**config.mk**
```make
export PLATFORM = sky130hd
export DESIGN_NAME = cassette_fsk_sample_encoder_core
export DESIGN_NICKNAME = d
export VERILOG_FILES = /design/src/rtl/cfse_pkg.sv /design/src/rtl/cfse_front.sv /design/src/rtl/cfse_back.sv /design/src/rtl/cassette_fsk_sample_encoder_core.sv
export SDC_FILE = /design/constraint.sdc
export NUM_CORES = 1
export LEC_CHECK = 0
export BUFFER_PORTS_ARGS = -buffer_cell sky130_fd_sc_hd__buf_4
export CORE_MARGIN = 3
export CORE_UTILIZATION = 37
export CTS_CLUSTER_DIAMETER = 100
export DETAILED_ROUTE_END_ITERATION = 8
export PLACE_DENSITY_LB_ADDON = 0.1
export SYNTH_ARGS = -nofsm -noshare
export SYNTH_HDL_FRONTEND = slang
export SYNTH_SLANG_ARGS = --single-unit
```
**constraint.sdc**
```tcl
create_clock -name clock -period 5.16 [get_ports clock]
set_input_delay 0.516 -clock clock [delete_from_list [all_inputs] [get_ports clock]]
set_output_delay 0.516 -clock clock [all_outputs]
set_load 0.01 [all_outputs]
```
**src/rtl/cfse_pkg.sv**
```systemverilog
// Shared types, constants and tone tables for the cassette FSK sample encoder.
package cfse_pkg;

   localparam int LEADER_PERIOD   = 57;
   localparam int SYNC_PERIOD     = 17;
   localparam int ZERO_BIT_PERIOD = 22;
   localparam int ONE_BIT_PERIOD  = 44;

   localparam int TBL_DEPTH  = 64;
   localparam int WAVE_W     = 6;
   localparam int COUNT_W    = 16;
   localparam int BYTE_W     = 8;
   localparam int BITS_W     = 4;

   localparam logic [COUNT_W-1:0] LEADER_RESET = 16'd46746;
   localparam logic [BYTE_W-1:0]  CSUM_SEED    = 8'hFF;

   localparam real HALF_PI      = 1.5707963267948966;
   localparam real LEADER_STEP  = HALF_PI / LEADER_PERIOD;
   localparam real SYNC_STEP    = HALF_PI / SYNC_PERIOD;
   localparam real SYNC2_STEP   = HALF_PI / (2 * ZERO_BIT_PERIOD);
   localparam real ZERO_STEP    = HALF_PI / ZERO_BIT_PERIOD;
   localparam real ONE_STEP     = HALF_PI / ONE_BIT_PERIOD;

   typedef enum logic [1:0] {
      OP_START  = 2'd0,
      OP_LOAD   = 2'd1,
      OP_FINISH = 2'd2,
      OP_TICK   = 2'd3
   } op_type;

   typedef enum logic [5:0] {
      PH_IDLE   = 6'b000001,
      PH_LEADER = 6'b000010,
      PH_SYNC1  = 6'b000100,
      PH_SYNC2  = 6'b001000,
      PH_DATA   = 6'b010000,
      PH_DONE   = 6'b100000
   } phase_type;

   typedef struct packed {
      op_type             op;
      logic [BYTE_W-1:0]  data;
   } item_type;

   typedef struct packed {
      logic               finished;
      logic               accepted;
      logic               byte_wanted;
      logic               sample_valid;
      logic [BYTE_W-1:0]  sample;
   } rsp_type;

   typedef logic [BYTE_W-1:0] tbl_type [TBL_DEPTH];

   // trunc(127*sin(2*pi*n/d) + 127) by quarter-wave symmetry; step is (pi/2)/d
   function automatic logic [BYTE_W-1:0] tone_sample(int n, int d, real step);
      int nn;
      int q;
      int r;
      int u;
      int m;
      real s;
      nn = n;
      while (nn >= d) begin
         nn = nn - d;
      end
      q = 0;
      r = 4 * nn;
      while (r >= d) begin
         r = r - d;
         q = q + 1;
      end
      u = ((q % 2) == 1) ? d - r : r;
      if (u == 0) begin
         return 8'd127;
      end
      if (u == d) begin
         return (q < 2) ? 8'd254 : 8'd0;
      end
      s = 127.0 * $sin(step * u);
      m = int'($floor(s));
      if (m > 126) begin
         m = 126;
      end
      return (q < 2) ? 8'(127 + m) : 8'(126 - m);
   endfunction

   function automatic tbl_type build_table(int d, real step, int mul, int off, int count);
      tbl_type t;
      for (int k = 0; k < TBL_DEPTH; k++) begin
         t[k] = (k < count) ? tone_sample(mul * k + off, d, step) : '0;
      end
      return t;
   endfunction

   localparam tbl_type LEADER_TBL =
      build_table(LEADER_PERIOD, LEADER_STEP, 1, 0, LEADER_PERIOD);
   localparam tbl_type SYNC_TBL =
      build_table(SYNC_PERIOD, SYNC_STEP, 1, 0, SYNC_PERIOD / 2);
   localparam tbl_type SYNC2_TBL =
      build_table(2 * ZERO_BIT_PERIOD, SYNC2_STEP, 2, ZERO_BIT_PERIOD, ZERO_BIT_PERIOD / 2);
   localparam tbl_type ZERO_TBL =
      build_table(ZERO_BIT_PERIOD, ZERO_STEP, 1, 0, ZERO_BIT_PERIOD);
   localparam tbl_type ONE_TBL =
      build_table(ONE_BIT_PERIOD, ONE_STEP, 1, 0, ONE_BIT_PERIOD);

endpackage

```
**src/rtl/cfse_front.sv**
```systemverilog
// Request intake: classifies each transaction and holds it in a two-entry queue.
module cfse_front (
   input  logic                     clock,
   input  logic                     reset,
   input  logic                     req_tvalid,
   output logic                     req_tready,
   input  logic [1:0]               req_tuser,
   input  logic [7:0]               req_tdata,
   output logic                     item_valid,
   output cfse_pkg::item_type       item,
   input  logic                     item_pop
);
   import cfse_pkg::*;

   item_type    slot_ff [2];
   logic        wr_ptr_ff;
   logic        wr_ptr_in;
   logic        rd_ptr_ff;
   logic        rd_ptr_in;
   logic [1:0]  count_ff;
   logic [1:0]  count_in;
   logic        push;
   logic        pop;
   item_type    new_item;

   assign req_tready = (count_ff != 2'd2);
   assign push       = req_tvalid && req_tready;
   assign item_valid = (count_ff != 2'd0);
   assign pop        = item_valid && item_pop;
   assign item       = slot_ff[rd_ptr_ff];

   always_comb begin
      new_item.op   = op_type'(req_tuser);
      new_item.data = req_tdata;
   end

   always_comb begin
      wr_ptr_in = push ? ~wr_ptr_ff : wr_ptr_ff;
      rd_ptr_in = pop ? ~rd_ptr_ff : rd_ptr_ff;
      count_in  = count_ff;
      if (push && !pop) begin
         count_in = count_ff + 2'd1;
      end else if (pop && !push) begin
         count_in = count_ff - 2'd1;
      end
   end

   always_ff @(posedge clock) begin
      if (reset) begin
         wr_ptr_ff <= 1'b0;
         rd_ptr_ff <= 1'b0;
         count_ff  <= 2'd0;
      end else begin
         wr_ptr_ff <= wr_ptr_in;
         rd_ptr_ff <= rd_ptr_in;
         count_ff  <= count_in;
      end
   end

   always_ff @(posedge clock) begin
      if (push) begin
         slot_ff[wr_ptr_ff] <= new_item;
      end
   end

endmodule

```
**src/rtl/cfse_back.sv**
```systemverilog
// Encoder engine: tone sequencing, byte holding, checksum and result register.
module cfse_back (
   input  logic                     clock,
   input  logic                     reset,
   input  logic [15:0]              leader_samples,
   input  logic                     item_valid,
   input  cfse_pkg::item_type       item,
   output logic                     item_pop,
   output logic                     rsp_valid,
   input  logic                     rsp_ready,
   output cfse_pkg::rsp_type        rsp
);
   import cfse_pkg::*;

   phase_type             phase_ff, phase_in;
   logic [COUNT_W-1:0]    count_ff, count_in;
   logic [WAVE_W-1:0]     wave_ff, wave_in;
   logic [BITS_W-1:0]     bits_ff, bits_in;
   logic [BYTE_W-1:0]     shift_ff, shift_in;
   logic [BYTE_W-1:0]     held_ff, held_in;
   logic                  held_valid_ff, held_valid_in;
   logic [BYTE_W-1:0]     csum_ff, csum_in;
   logic                  finish_ff, finish_in;
   rsp_type               rsp_ff, rsp_in;
   logic                  rsp_valid_ff, rsp_valid_in;

   logic                  take;
   logic                  armed;
   logic                  armed_next;
   logic [WAVE_W:0]       wave_inc;
   logic [COUNT_W-1:0]    count_inc;
   logic                  data_load;
   logic [BYTE_W-1:0]     shift_eff;
   logic [BITS_W-1:0]     bits_eff;
   logic [WAVE_W-1:0]     wave_eff;
   logic                  held_valid_eff;
   logic [WAVE_W:0]       wave_eff_inc;
   logic [WAVE_W:0]       bit_period;
   logic [BYTE_W-1:0]     bit_sample;
   logic [BITS_W-1:0]     bits_dec;

   assign take      = item_valid && (!rsp_valid_ff || rsp_ready);
   assign item_pop  = take;
   assign rsp_valid = rsp_valid_ff;
   assign rsp       = rsp_ff;

   assign armed     = (phase_ff != PH_IDLE) && (phase_ff != PH_DONE);
   assign wave_inc  = {1'b0, wave_ff} + 7'd1;
   assign count_inc = count_ff + 16'd1;

   assign data_load      = (bits_ff == '0) && held_valid_ff;
   assign shift_eff      = data_load ? held_ff : shift_ff;
   assign bits_eff       = data_load ? 4'd8 : bits_ff;
   assign wave_eff       = data_load ? '0 : wave_ff;
   assign held_valid_eff = data_load ? 1'b0 : held_valid_ff;
   assign wave_eff_inc   = {1'b0, wave_eff} + 7'd1;
   assign bit_period     = shift_eff[7] ? 7'(ONE_BIT_PERIOD) : 7'(ZERO_BIT_PERIOD);
   assign bit_sample     = shift_eff[7] ? ONE_TBL[wave_eff] : ZERO_TBL[wave_eff];
   assign bits_dec       = bits_eff - 4'd1;

   always_comb begin
      phase_in         = phase_ff;
      count_in         = count_ff;
      wave_in          = wave_ff;
      bits_in          = bits_ff;
      shift_in         = shift_ff;
      held_in          = held_ff;
      held_valid_in    = held_valid_ff;
      csum_in          = csum_ff;
      finish_in        = finish_ff;
      rsp_in           = '0;
      rsp_in.accepted  = 1'b1;
      case (item.op)
         OP_START: begin
            phase_in      = PH_LEADER;
            count_in      = '0;
            wave_in       = '0;
            bits_in       = '0;
            shift_in      = '0;
            held_in       = '0;
            held_valid_in = 1'b0;
            csum_in       = CSUM_SEED;
            finish_in     = 1'b0;
         end
         OP_LOAD, OP_FINISH: begin
            if (!armed || held_valid_ff || finish_ff) begin
               rsp_in.accepted = 1'b0;
            end else if (item.op == OP_LOAD) begin
               held_in       = item.data;
               held_valid_in = 1'b1;
               csum_in       = csum_ff ^ item.data;
            end else begin
               held_in       = csum_ff;
               held_valid_in = 1'b1;
               finish_in     = 1'b1;
            end
         end
         OP_TICK: begin
            case (phase_ff)
               PH_LEADER: begin
                  rsp_in.sample       = LEADER_TBL[wave_ff];
                  rsp_in.sample_valid = 1'b1;
                  wave_in  = (wave_inc == 7'(LEADER_PERIOD)) ? '0 : wave_inc[WAVE_W-1:0];
                  count_in = count_inc;
                  if (count_inc == leader_samples) begin
                     phase_in = PH_SYNC1;
                     wave_in  = '0;
                  end
               end
               PH_SYNC1: begin
                  rsp_in.sample       = SYNC_TBL[wave_ff];
                  rsp_in.sample_valid = 1'b1;
                  wave_in             = wave_inc[WAVE_W-1:0];
                  if (wave_inc >= 7'(SYNC_PERIOD / 2)) begin
                     phase_in = PH_SYNC2;
                     wave_in  = '0;
                  end
               end
               PH_SYNC2: begin
                  rsp_in.sample       = SYNC2_TBL[wave_ff];
                  rsp_in.sample_valid = 1'b1;
                  wave_in             = wave_inc[WAVE_W-1:0];
                  if (wave_inc >= 7'(ZERO_BIT_PERIOD / 2)) begin
                     phase_in = PH_DATA;
                     wave_in  = '0;
                     bits_in  = '0;
                  end
               end
               PH_DATA: begin
                  shift_in      = shift_eff;
                  bits_in       = bits_eff;
                  wave_in       = wave_eff;
                  held_valid_in = held_valid_eff;
                  if (bits_eff != '0) begin
                     rsp_in.sample       = bit_sample;
                     rsp_in.sample_valid = 1'b1;
                     wave_in             = wave_eff_inc[WAVE_W-1:0];
                     if (wave_eff_inc >= bit_period) begin
                        wave_in  = '0;
                        shift_in = {shift_eff[BYTE_W-2:0], 1'b0};
                        bits_in  = bits_dec;
                        if ((bits_dec == '0) && finish_ff && !held_valid_eff) begin
                           phase_in = PH_DONE;
                        end
                     end
                  end
               end
               default: begin
               end
            endcase
         end
         default: begin
         end
      endcase
      armed_next         = (phase_in != PH_IDLE) && (phase_in != PH_DONE);
      rsp_in.byte_wanted = armed_next && !held_valid_in && !finish_in;
      rsp_in.finished    = (phase_in == PH_DONE);
   end

   always_comb begin
      rsp_valid_in = rsp_valid_ff;
      if (take) begin
         rsp_valid_in = 1'b1;
      end else if (rsp_ready) begin
         rsp_valid_in = 1'b0;
      end
   end

   always_ff @(posedge clock) begin
      if (reset) begin
         phase_ff      <= PH_IDLE;
         count_ff      <= '0;
         wave_ff       <= '0;
         bits_ff       <= '0;
         shift_ff      <= '0;
         held_ff       <= '0;
         held_valid_ff <= 1'b0;
         csum_ff       <= CSUM_SEED;
         finish_ff     <= 1'b0;
         rsp_valid_ff  <= 1'b0;
      end else begin
         rsp_valid_ff <= rsp_valid_in;
         if (take) begin
            phase_ff      <= phase_in;
            count_ff      <= count_in;
            wave_ff       <= wave_in;
            bits_ff       <= bits_in;
            shift_ff      <= shift_in;
            held_ff       <= held_in;
            held_valid_ff <= held_valid_in;
            csum_ff       <= csum_in;
            finish_ff     <= finish_in;
         end
      end
   end

   always_ff @(posedge clock) begin
      if (take) begin
         rsp_ff <= rsp_in;
      end
   end

endmodule

```
**src/rtl/cassette_fsk_sample_encoder_core.sv**
```systemverilog
// Top level of the cassette FSK sample encoder: CSR, request queue and encoder engine.
//
//   port group   dir   payload
//   req_*        in    tuser = mode[1:0], tdata = data_byte[7:0]
//   rsp_*        out   tuser = sample_valid, tdata = sample, byte_wanted, accepted, finished
//   csr_*        in    wr_data = leader_samples[15:0]
//
// One transaction per cycle sustained while rsp_tready is held high; a request is written into
// a queue slot when accepted, then its result into the result register once the engine takes it.
// Reset is synchronous; the leader length returns to 46746 and the engine goes idle.
// While a result waits on rsp_tready the two-entry queue absorbs up to two more requests,
// then req_tready drops until the result is taken.
module cassette_fsk_sample_encoder_core (
   input  logic         clock,
   input  logic         reset,
   input  logic         req_tvalid,
   output logic         req_tready,
   input  logic [1:0]   req_tuser,   // mode[1:0]
   input  logic [7:0]   req_tdata,   // data_byte[7:0]
   output logic         rsp_tvalid,
   input  logic         rsp_tready,
   output logic [0:0]   rsp_tuser,   // sample_valid[0]
   output logic [15:0]  rsp_tdata,   // sample[7:0], byte_wanted[8], accepted[9],
                                     // finished[10], zero[15:11]
   input  logic         csr_wr_en,
   input  logic [15:0]  csr_wr_data
);
   import cfse_pkg::*;

   logic [COUNT_W-1:0]  leader_ff;
   logic [COUNT_W-1:0]  leader_in;
   logic                item_valid;
   item_type            item;
   logic                item_pop;
   rsp_type             rsp;

   assign leader_in = csr_wr_en ? csr_wr_data : leader_ff;

   always_ff @(posedge clock) begin
      if (reset) begin
         leader_ff <= LEADER_RESET;
      end else begin
         leader_ff <= leader_in;
      end
   end

   cfse_front u_front (
      .clock      (clock),
      .reset      (reset),
      .req_tvalid (req_tvalid),
      .req_tready (req_tready),
      .req_tuser  (req_tuser),
      .req_tdata  (req_tdata),
      .item_valid (item_valid),
      .item       (item),
      .item_pop   (item_pop)
   );

   cfse_back u_back (
      .clock          (clock),
      .reset          (reset),
      .leader_samples (leader_ff),
      .item_valid     (item_valid),
      .item           (item),
      .item_pop       (item_pop),
      .rsp_valid      (rsp_tvalid),
      .rsp_ready      (rsp_tready),
      .rsp            (rsp)
   );

   assign rsp_tuser = rsp.sample_valid;
   assign rsp_tdata = {5'd0, rsp.finished, rsp.accepted, rsp.byte_wanted, rsp.sample};

endmodule
```
==> reports/results.ini, run 1 <==
[yosys]
syn_avg_cell_area_sq_um = 7.932
seq_area_frac_synth_pct = 30.56
syn_inst = 1057
synth_area_leaders = dfxtp_1 (19%), edfxtp_1 (11%), a21oi_1 (5.9%), nor2_1 (5.7%), ha_1 (5.5%)
synthMuxAreaShare_pct = 5.760
synth_warnings = 0
synth_area_sq_um = 8384
synth_top_cell_area_share_pct = 19.10
synth_ff_type = dfxtp_1
synth_edf_count = 32
synthAdderAreaFrac_pct = 5.522
async_flop_share_pct = 0
synthSimpleGateAreaFrac_pct = 23.25
ys_top_cells_by_count = nor2_1 (128), nand2_1 (103), a21oi_1 (99)
synth_top_family_by_area = compound AO/OA/AOI/OAI gates
synth-compound-area-share_pct = 25.74
yosysTopAreaCell = dfxtp_1
synth_cell_types = 90
yosysMostFrequentCell = nor2_1
synth_xor_area_share_pct = 3.223
synth-seq-cells = 112

[sta]
setup-tns-final_ps = 0
min_period_over_period_pct = 87.68
finClkSkew_ps = 10.57
final_max_slew_viol_count = 0
rsz0062_at_grt = no
relSlewSlack_pct = 30.87
finalSetupViolations = 0
fmax_mhz = 221.0
worst_pin_slew_ps = 1027
finalCriticalPeriod_ps = 4525
finalHoldViolCount = 0
hold_slack_ps = 327.2

[placement]
dp_hpwl_mm = 17.27
place_area_sq_um = 8865
place_congestion = 0.9029
port_buffers = 44

[route]
ant_nets = 0
drt_wl_total_mm = 24.71
vias = 7824
drt_first_pass_iters = 5
drtIter0Drc = 563
post_drt_wl_per_cell_um = 18.52
drt-vias-per-instance = 5.865
drc = 0

[hold_path]
hold_class = primary input to register
holdCritStartpoint = req_tdata[5]

[run]
maxCapViolCount = 0

[power]
fin_total_pwr_mw = 2.732
leakagePower_nw = 3.331
p_per_area_nw_per_um2 = 297.9
vdd_drop_max_mv = 0.2644

[cts]
cts-root-buf = clkbuf_16
cts_sinks = 112
cts_buffers = 9
clk_latency_ps = 370
clk_pin_slew_ps = 90
post_cts_resized = 0
tritoncts = built
clockBufferDepth = 2
holdBufCountCts = 0
htree_levels = 3
cts_setup_buffers = 0

[critical_path]
slowest_stage = mux4_2
start_kind = register
path_cells = inv_1 -> ha_1 -> nand4bb_1 -> nand2_1 -> inv_1 -> ha_1 -> nand2_1 -> xnor2_1 -> nor2_1 -> ha_1 -> and2_1 -> o31a_1 -> a21bo_2 -> nand2_2 -> mux4_2 -> a22oi_1 -> nor2_1
r2r_start = u_back.bits_ff[0]
crit_top_cell = ha_1
critPathKind = register to register
critPathMaxStageDelay_ps = 560
arrival_ps = 4750
crit_start = u_back.bits_ff[0]
path_max_fanout = 19
end_kind = register
required_ps = 5380

[layout]
fin_util_pct = 41.63
drive_gt1_share_pct = 10.91
syn_to_final_growth_pct = 9.357
finalInstanceArea_sq_um = 9169
layout.nets = 1117
antennaDiodeCount = 0

[die]
rows = 54
core_sq_um = 22030
die_area_sq_um = 24500
pin_count = 50
die_h_um = 156.5
die_w_um = 156.5
start_util_pct = 38.07

[global_route]
globalRouteTotalUtil_pct = 20.01
antenna_found_initial = 0
grt_pass1_vias = 7300
grt_overflow = 0
grt_start_max_net_pins = 82
grt_pass1_wl_mm = 40.01

[outcome]
status = finished clean

## cells in the final DEF (no fill, tap or decap), types with 18 or more instances in the layout
cell type,n
buf_4,62
a22oi_1,19
o21ai_0,57
nor2b_1,18
nand2_1,103
a21oi_1,99
nor3_1,30
xnor2_1,19
mux2i_1,28
a31oi_1,20
dfxtp_1,79
ha_1,37
nand3_1,21
inv_1,31
nor2_1,128
edfxtp_1,32
## worst max-delay path: cells and delay by family (launching register included)
family | cells | cell delay [ps]
xor gates and xnor gates | 1 | 160
adders and majority gates | 3 | 930
muxes | 1 | 560
DFF | 1 | 420
AOI/OAI and AO/OA | 3 | 720
and+or+nand+nor | 7 | 1310
buffers and inverters | 2 | 280
## cells by family after synthesis
kind of cell             Yosys count
multiplexers                      38
adder cells (fa/ha/maj)           37
XOR/XNOR                          30
AO/OA/AOI/OAI                    325
flip-flops                       112
AND/OR/NAND/NOR                  395
other                              1
buffers and inverters            119
## metrics by stage
step | cells | setup slack (ps)
after global placement | 1318 | 812.3
after global routing | 1334 | 204.7
final | 1334 | 635.5
after detailed placement | 1318 | 644.4
after floorplan | 1061 | 635.1
after CTS | 1334 | 642.9
## path summary, 6_finish.rpt
check	end	slack, ps	cells past startpoint
setup reg to reg	u_back.shift_ff[3]	640	17
hold / removal	u_front.slot_ff[1][5]	330	1
setup / recovery	u_back.shift_ff[3]	640	17
hold reg to reg	u_back.shift_ff[0]	500	2
## where the power goes
group / switching [mW] / internal (mW)
Combinational: 0.554 / 0.322
Clock: 0.371 / 0.346
Sequential: 0.0908 / 1.05
## layout make-up
| type | count | area, sq um |
|---|---|---|
| Tap cell | 280 | 350.3 |
| Inverter | 34 | 127.6 |
| Multi-Input combinational cell | 830 | 5358 |
| Fill cell | 2292 | 12860 |
| Clock inverter | 7 | 78.83 |
| Clock buffer | 9 | 225.2 |
| Timing Repair Buffer | 62 | 465.4 |
| Sequential cell | 112 | 2564 |
## metal layers
layer	global-route usage [%]	up-vias	routed length, um
met5	0	-	0
met3	2.157	37	1216
met4	6.586	0	561
met1	28.47	3666	11830
li1	-	3866	-
met2	31.76	255	11100
## registers in the layout (all words and copies together) (netlist names), named ones only
signal and cells:
u_front.slot_ff 20, u_back.held_valid_ff 1, u_front.count_ff 2, u_back.held_ff 8, u_front.rd_ptr_ff 1, u_back.bits_ff 4, u_back.csum_ff 8, u_back.count_ff 16
u_back.phase_ff 6, u_back.finish_ff 1, u_front.wr_ptr_ff 1, u_back.shift_ff 8, u_back.rsp_valid 1, u_back.rsp 12, leader_ff 16, u_back.wave_ff 6
Power figures use the tool's default switching activity.
==> inputs of run 2 (changes only) <==
Settings changed: ABC_AREA set to 1.
==> run 2 against run 1 <==
Via count about the same. Count of clock-buffer cells in the layout is the same. Sequential power is 4% higher. Register-to-register slack gained 380 ps. Setup slack better by 380 ps. Flip-flop and latch count unchanged. Clock power grew 0.7%. Die area down 5.6%. Critical endpoint is now u_back.shift_ff[1]. Wire length fell by 6.2%. Critical path type unchanged.
==> reports/results.ini, run 2 <==
[outcome]
status = finished clean

[route]
met2_length_mm = 10.38
drt_first_pass_iters = 5
drtIter0Drc = 457
drc = 0
top_layer = met4
wl_met1_mm = 10.78
route.met3.wl_mm = 1.231
vias = 7818
drt_wl_total_mm = 23.18
drt-vias-per-instance = 5.381
post_drt_wl_per_cell_um = 15.95
ant_nets = 0

[cts]
clk_latency_ps = 360
cts_buffers = 9
clockBufferDepth = 2
cts_sinks = 112
post_cts_resized = 0
tritoncts = built
holdBufCountCts = 0
clk_pin_slew_ps = 90
htree_levels = 3
cts-root-buf = clkbuf_16
cts_setup_buffers = 0

[run]
maxCapViolCount = 0

[hold_path]
whs_path_depth = 1
holdCritStartpoint = req_tdata[5]
hold_class = primary input to register
min_to = u_front.slot_ff[0][5]

[global_route]
globalRouteTotalUtil_pct = 19.66
grt_pass1_vias = 7336
grt_start_max_net_pins = 55
antenna_found_initial = 0
grt_overflow = 0
grt_pass1_wl_mm = 38.08

[critical_path]
r2r_start = u_back.bits_ff[0]
critPathMaxStageDelay_ps = 410
required_ps = 5450
arrival_ps = 4430
r2r_slack_ps = 1020
slowest_stage = dfxtp_1
end_kind = register
start_kind = register
r2r.worst_path.cells = 25
crit_top_cell = nand2_1
critPathKind = register to register
critical_path_buf_inv_count = 7
path_max_fanout = 15
crit_family = simple AND/OR/NAND/NOR gates
r2r-end = u_back.shift_ff[1]

[yosys]
ys_top_cells_by_count = nand2_1 (278), inv_1 (115), nor2_1 (112)
synth_top_cell_area_share_pct = 20.28
syn_inst = 1157
synth_warnings = 0
yosysTopAreaCell = dfxtp_1
async_flop_share_pct = 0
synth_edf_count = 32
seq_area_frac_synth_pct = 32.44
synth-seq-cells = 112
yosysMostFrequentCell = nand2_1
synth_area_leaders = dfxtp_1 (20%), nand2_1 (13%), edfxtp_1 (12%), a21oi_1 (6.5%), ha_1 (5.9%)
synth_ff_type = dfxtp_1
synth_area_sq_um = 7899
synth_cell_types = 62
syn_avg_cell_area_sq_um = 6.827

[die]
die_h_um = 152.1
die_area_sq_um = 23140
core_sq_um = 20620
rows = 52
die_w_um = 152.1
start_util_pct = 38.30
pin_count = 50

[layout]
multiInputGateArea_sq_um = 4661
finalInstanceArea_sq_um = 8732
layout_commonest_cell = nand2_1
largest_reg_flops = 20
fin_util_pct = 42.34
final_cells = 1453
antennaDiodeCount = 0
largest_register = u_front.slot_ff
nFillCells = 2203
syn_to_final_growth_pct = 10.55
register_area_sq_um = 2562
layout.nets = 1246
top_regs = u_front.slot_ff (20), leader_ff (16), u_back.count_ff (16)
layout_common_cells = nand2_1 (278), inv_1 (115), nor2_1 (112), a21oi_1 (102)
drive_gt1_share_pct = 9.552

[power]
vdd_drop_max_mv = 0.3913
leakagePower_nw = 3.716
p_switching_mw = 1.188
clockPowerShare_pct = 24.3
switching_share_pct = 39.93
fin_total_pwr_mw = 2.975
combPwrFrac_pct = 35.7
p_per_area_nw_per_um2 = 340.7
intPower_mw = 1.787
seq_power_share_pct = 40.0

[sta]
finalSetupViolations = 0
finalCriticalPeriod_ps = 4140
rsz0062_at_grt = no
fmax_mhz = 241.6
setup-tns-final_ps = 0
finalHoldViolCount = 0
finClkSkew_ps = 8.412
min_period_over_period_pct = 80.23
relSlewSlack_pct = 41.65
final_max_slew_viol_count = 0
worst_pin_slew_ps = 872.0

[placement]
place_area_sq_um = 8432
place_congestion = 0.9513
port_buffers = 44
dp.cells = 1437
dp_hpwl_mm = 17.13

==> run 2: cell count changes in the layout (fill, tap and decap cells not counted), sizes merged, moves of 12 or more <==
cell    previous run  this run
nand2            104       284
inv               37       131
nand3             21        84
o21ai             61        86
a22oi             19         1
nor2b             18         0
xnor2             20         2
a31oi             20         5
mux2i             28        14
nand2b            13         0
nor3              31        19
==> run 2: logic make-up (layout without fill, tap and decap cells) <==
family / Yosys count / in the layout / share of synthesized area, %
AOI/OAI and AO/OA: 271 / 271 / 20.64
and+or+nand+nor: 543 / 543 / 29.95
other: 1 / 5 / 0.04748
buffers and inverters: 175 / 197 / 8.839
xor gates and xnor gates: 4 / 4 / 0.4436
adders and majority gates: 37 / 37 / 5.861
DFF: 112 / 112 / 32.44
muxes: 14 / 14 / 1.774
==> run 2: area by class of cell <==
class	count	share of cell area [%]
clock buffer	9	2.579
clock inverter	7	0.8597
inverter	130	5.588
multi-input combinational	874	53.37
sequential	112	29.35
tap	270	3.869
timing repair buffer	51	4.385
==> run 2: worst register-to-register path: stages, from the launching register on <==
cell	delay (ps)
dfxtp_1	410
inv_1	90
ha_1	240
nand3_2	240
nand2_1	180
inv_1	230
ha_1	290
inv_1	90
nor2_2	160
nand2_1	100
nand2_1	90
inv_1	60
nor2_1	170
ha_1	170
and3_1	160
nand2_1	60
nand2_1	70
nand2_1	50
nand2_1	110
inv_1	90
nor2_1	330
buf_4	250
inv_2	110
a21oi_1	140
o21ai_0	90
a21oi_1	110
==> run 2: how the worst max path moves through the flow <==
stage	slack, ps	to	cells after the start	startpoint
4_1_cts	1030	u_back.shift_ff[1]	20	u_back.bits_ff[0]
2_1_floorplan	1720	u_back.rsp[9]	27	u_back.bits_ff[0]
3_5_place_dp	1070	u_back.shift_ff[1]	25	u_back.bits_ff[0]
6_report	1020	u_back.shift_ff[1]	25	u_back.bits_ff[0]
3_3_place_gp	1260	u_back.shift_ff[1]	25	u_back.bits_ff[0]
5_1_grt	450	u_back.shift_ff[1]	25	u_back.bits_ff[0]
==> run 2: per-layer routing <==
| layer | up-vias | global-route usage (%) |
|---|---|---|
| met5 | - | 0 |
| met3 | 66 | 3.242 |
| met2 | 249 | 31.56 |
| li1 | 3968 | - |
| met1 | 3535 | 26.47 |
| met4 | 0 | 7.834 |
==> run 2: power by group through the flow <==
stage / sequential (mW) / clock [mW] / combinational [mW]
2_1_floorplan: 1.20 / 0 / 0.741
3_3_place_gp: 1.21 / 0 / 1.08
3_5_place_dp: 1.21 / 0 / 1.07
4_1_cts: 1.19 / 0.755 / 1.08
5_1_grt: 1.21 / 0.781 / 1.21
6_report: 1.19 / 0.722 / 1.06
==> run 2: metrics by stage <==
| stage | worst slack (ps) | hold slack, ps |
|---|---|---|
| after floorplan | 1719 | 425.8 |
| after global placement | 1256 | 435.8 |
| after detailed placement | 1071 | 443.9 |
| after CTS | 1029 | 314.3 |
| after global routing | 449.4 | 317.5 |
| final | 1020 | 332.2 |
==> inputs of run 3 (changes only) <==
Clock period 5.16 ns to 4 ns, I/O delays scaled along.
==> run 3 against run 2 <==
Core utilization is 0.79 points higher. Critical endpoint is now u_back.rsp[9]. Sequential share of layout area is 0.53 points lower. Largest power group unchanged. Critical path depth is 1 higher. Non-clock buffer count is 17 higher. Register-to-register slack worse by 670 ps.
==> reports/results.ini, run 3 (synthesis gave the netlist of run 2 again) <==
[critical_path]
start_kind = register
required_ps = 4120
crit_top_cell = nand2_1
path_max_fanout = 12
critPathKind = register to register
critPathMaxStageDelay_ps = 360
slowest_stage = dfxtp_1
arrival_ps = 3770
end_kind = register

[power]
p_per_area_nw_per_um2 = 441.8
vdd_drop_max_mv = 0.5448
fin_total_pwr_mw = 3.931
leakagePower_nw = 3.807

[outcome]
status = finished clean

[sta]
finalCriticalPeriod_ps = 3650
finClkSkew_ps = 12.04
min_period_over_period_pct = 91.25
hold_slack_ps = 216.7
relSlewSlack_pct = 43.00
worst_pin_slew_ps = 851.9
fmax_mhz = 274.0
final_max_slew_viol_count = 0
finalSetupViolations = 0
finalHoldViolCount = 0

[cts]
cts_setup_buffers = 0
cts_buffers = 9
cts_sinks = 112
cts-root-buf = clkbuf_16
htree_levels = 3
post_cts_resized = 0
clk_latency_ps = 360
tritoncts = built
clockBufferDepth = 2
clk_pin_slew_ps = 90
holdBufCountCts = 0

[layout]
fin_util_pct = 43.13
largest_reg_flops = 20
drive_gt1_share_pct = 11.08
antennaDiodeCount = 0
syn_to_final_growth_pct = 12.62
layout_common_cells = nand2_1 (278), inv_1 (114), nor2_1 (111), a21oi_1 (102), nand3_1 (83)
layout_commonest_cell = nand2_1
finalInstanceArea_sq_um = 8896
register_area_sq_um = 2564
top_regs = u_front.slot_ff (20), leader_ff (16), u_back.count_ff (16)
nFillCells = 2148
layout.nets = 1263
largest_register = u_front.slot_ff
multiInputGateArea_sq_um = 4671

[placement]
port_buffers = 44
dp_hpwl_mm = 16.88
place_area_sq_um = 8559
place_congestion = 0.9382

[die]
pin_count = 50
rows = 52
core_sq_um = 20620
die_w_um = 152.1
die_h_um = 152.1
die_area_sq_um = 23140
start_util_pct = 38.30

[global_route]
globalRouteTotalUtil_pct = 19.07
met1_usage_pct = 26.59
grt_pass1_wl_mm = 37.06
grt_start_max_net_pins = 55
grt_util_met2_pct = 29.57
grt_pass1_vias = 7243
grt_overflow = 0
top_usage_layer = met2
antenna_found_initial = 0
grt_use_met3_pct = 2.645

[hold_path]
hold_class = primary input to register

[route]
vias = 7872
post_drt_wl_per_cell_um = 15.56
drt_wl_total_mm = 22.87
drc = 0
drt-vias-per-instance = 5.355
drtIter0Drc = 548
ant_nets = 0
drt_first_pass_iters = 6

[run]
maxCapViolCount = 0

[run 3: worst paths after layout]
check                          from                     to  slack (ps)  cells past startpoint
hold reg to reg   u_front.rd_ptr_ff      u_front.rd_ptr_ff         450                      1
hold / removal         req_tdata[3]  u_front.slot_ff[0][3]         220                      1
setup reg to reg  u_back.bits_ff[1]          u_back.rsp[9]         350                     26
setup / recovery  u_back.bits_ff[1]          u_back.rsp[9]         350                     26
[run 3: cell type report]
| cell class | count | share of cell area [%] |
|---|---|---|
| multi-input combinational | 874 | 52.50 |
| sequential | 112 | 28.82 |
| timing repair buffer | 68 | 5.738 |
| inverter | 130 | 5.485 |
| tap | 270 | 3.797 |
| clock buffer | 9 | 2.532 |
| clock inverter | 7 | 1.125 |
[run 3: per-stage QoR]
step / setup TNS (ps) / instances / setup slack [ps]
final: 0 / 1470 / 349.9
after global routing: -12.32 / 1470 / -12.32
after CTS: 0 / 1470 / 262.6
after detailed placement: 0 / 1454 / 287.6
after global placement: 0 / 1454 / 432.4
after floorplan: 0 / 1161 / 558.7
[run 3: where the power goes]
| group | total (mW) | internal, mW | switching (mW) |
|---|---|---|---|
| Combinational | 1.44 | 0.490 | 0.949 |
| Sequential | 1.52 | 1.41 | 0.112 |
| Clock | 0.974 | 0.463 | 0.511 |
| Total | 3.93 | 2.36 | 1.57 |
[run 3: metal layers]
layer	part of all wire, %	vias up
li1	-	3981
met1	48	3593
met2	44	246
met3	5.1	52
met4	3.4	0
met5	0	-
[run 3: worst max-delay path: cells and delay by family, from the launching register on]
kind | cells | cell delay, ps
buffers and inverters | 3 | 270
AOI/OAI and AO/OA | 1 | 160
and+or+nand+nor | 19 | 1930
DFF | 1 | 360
adders and majority gates | 3 | 700
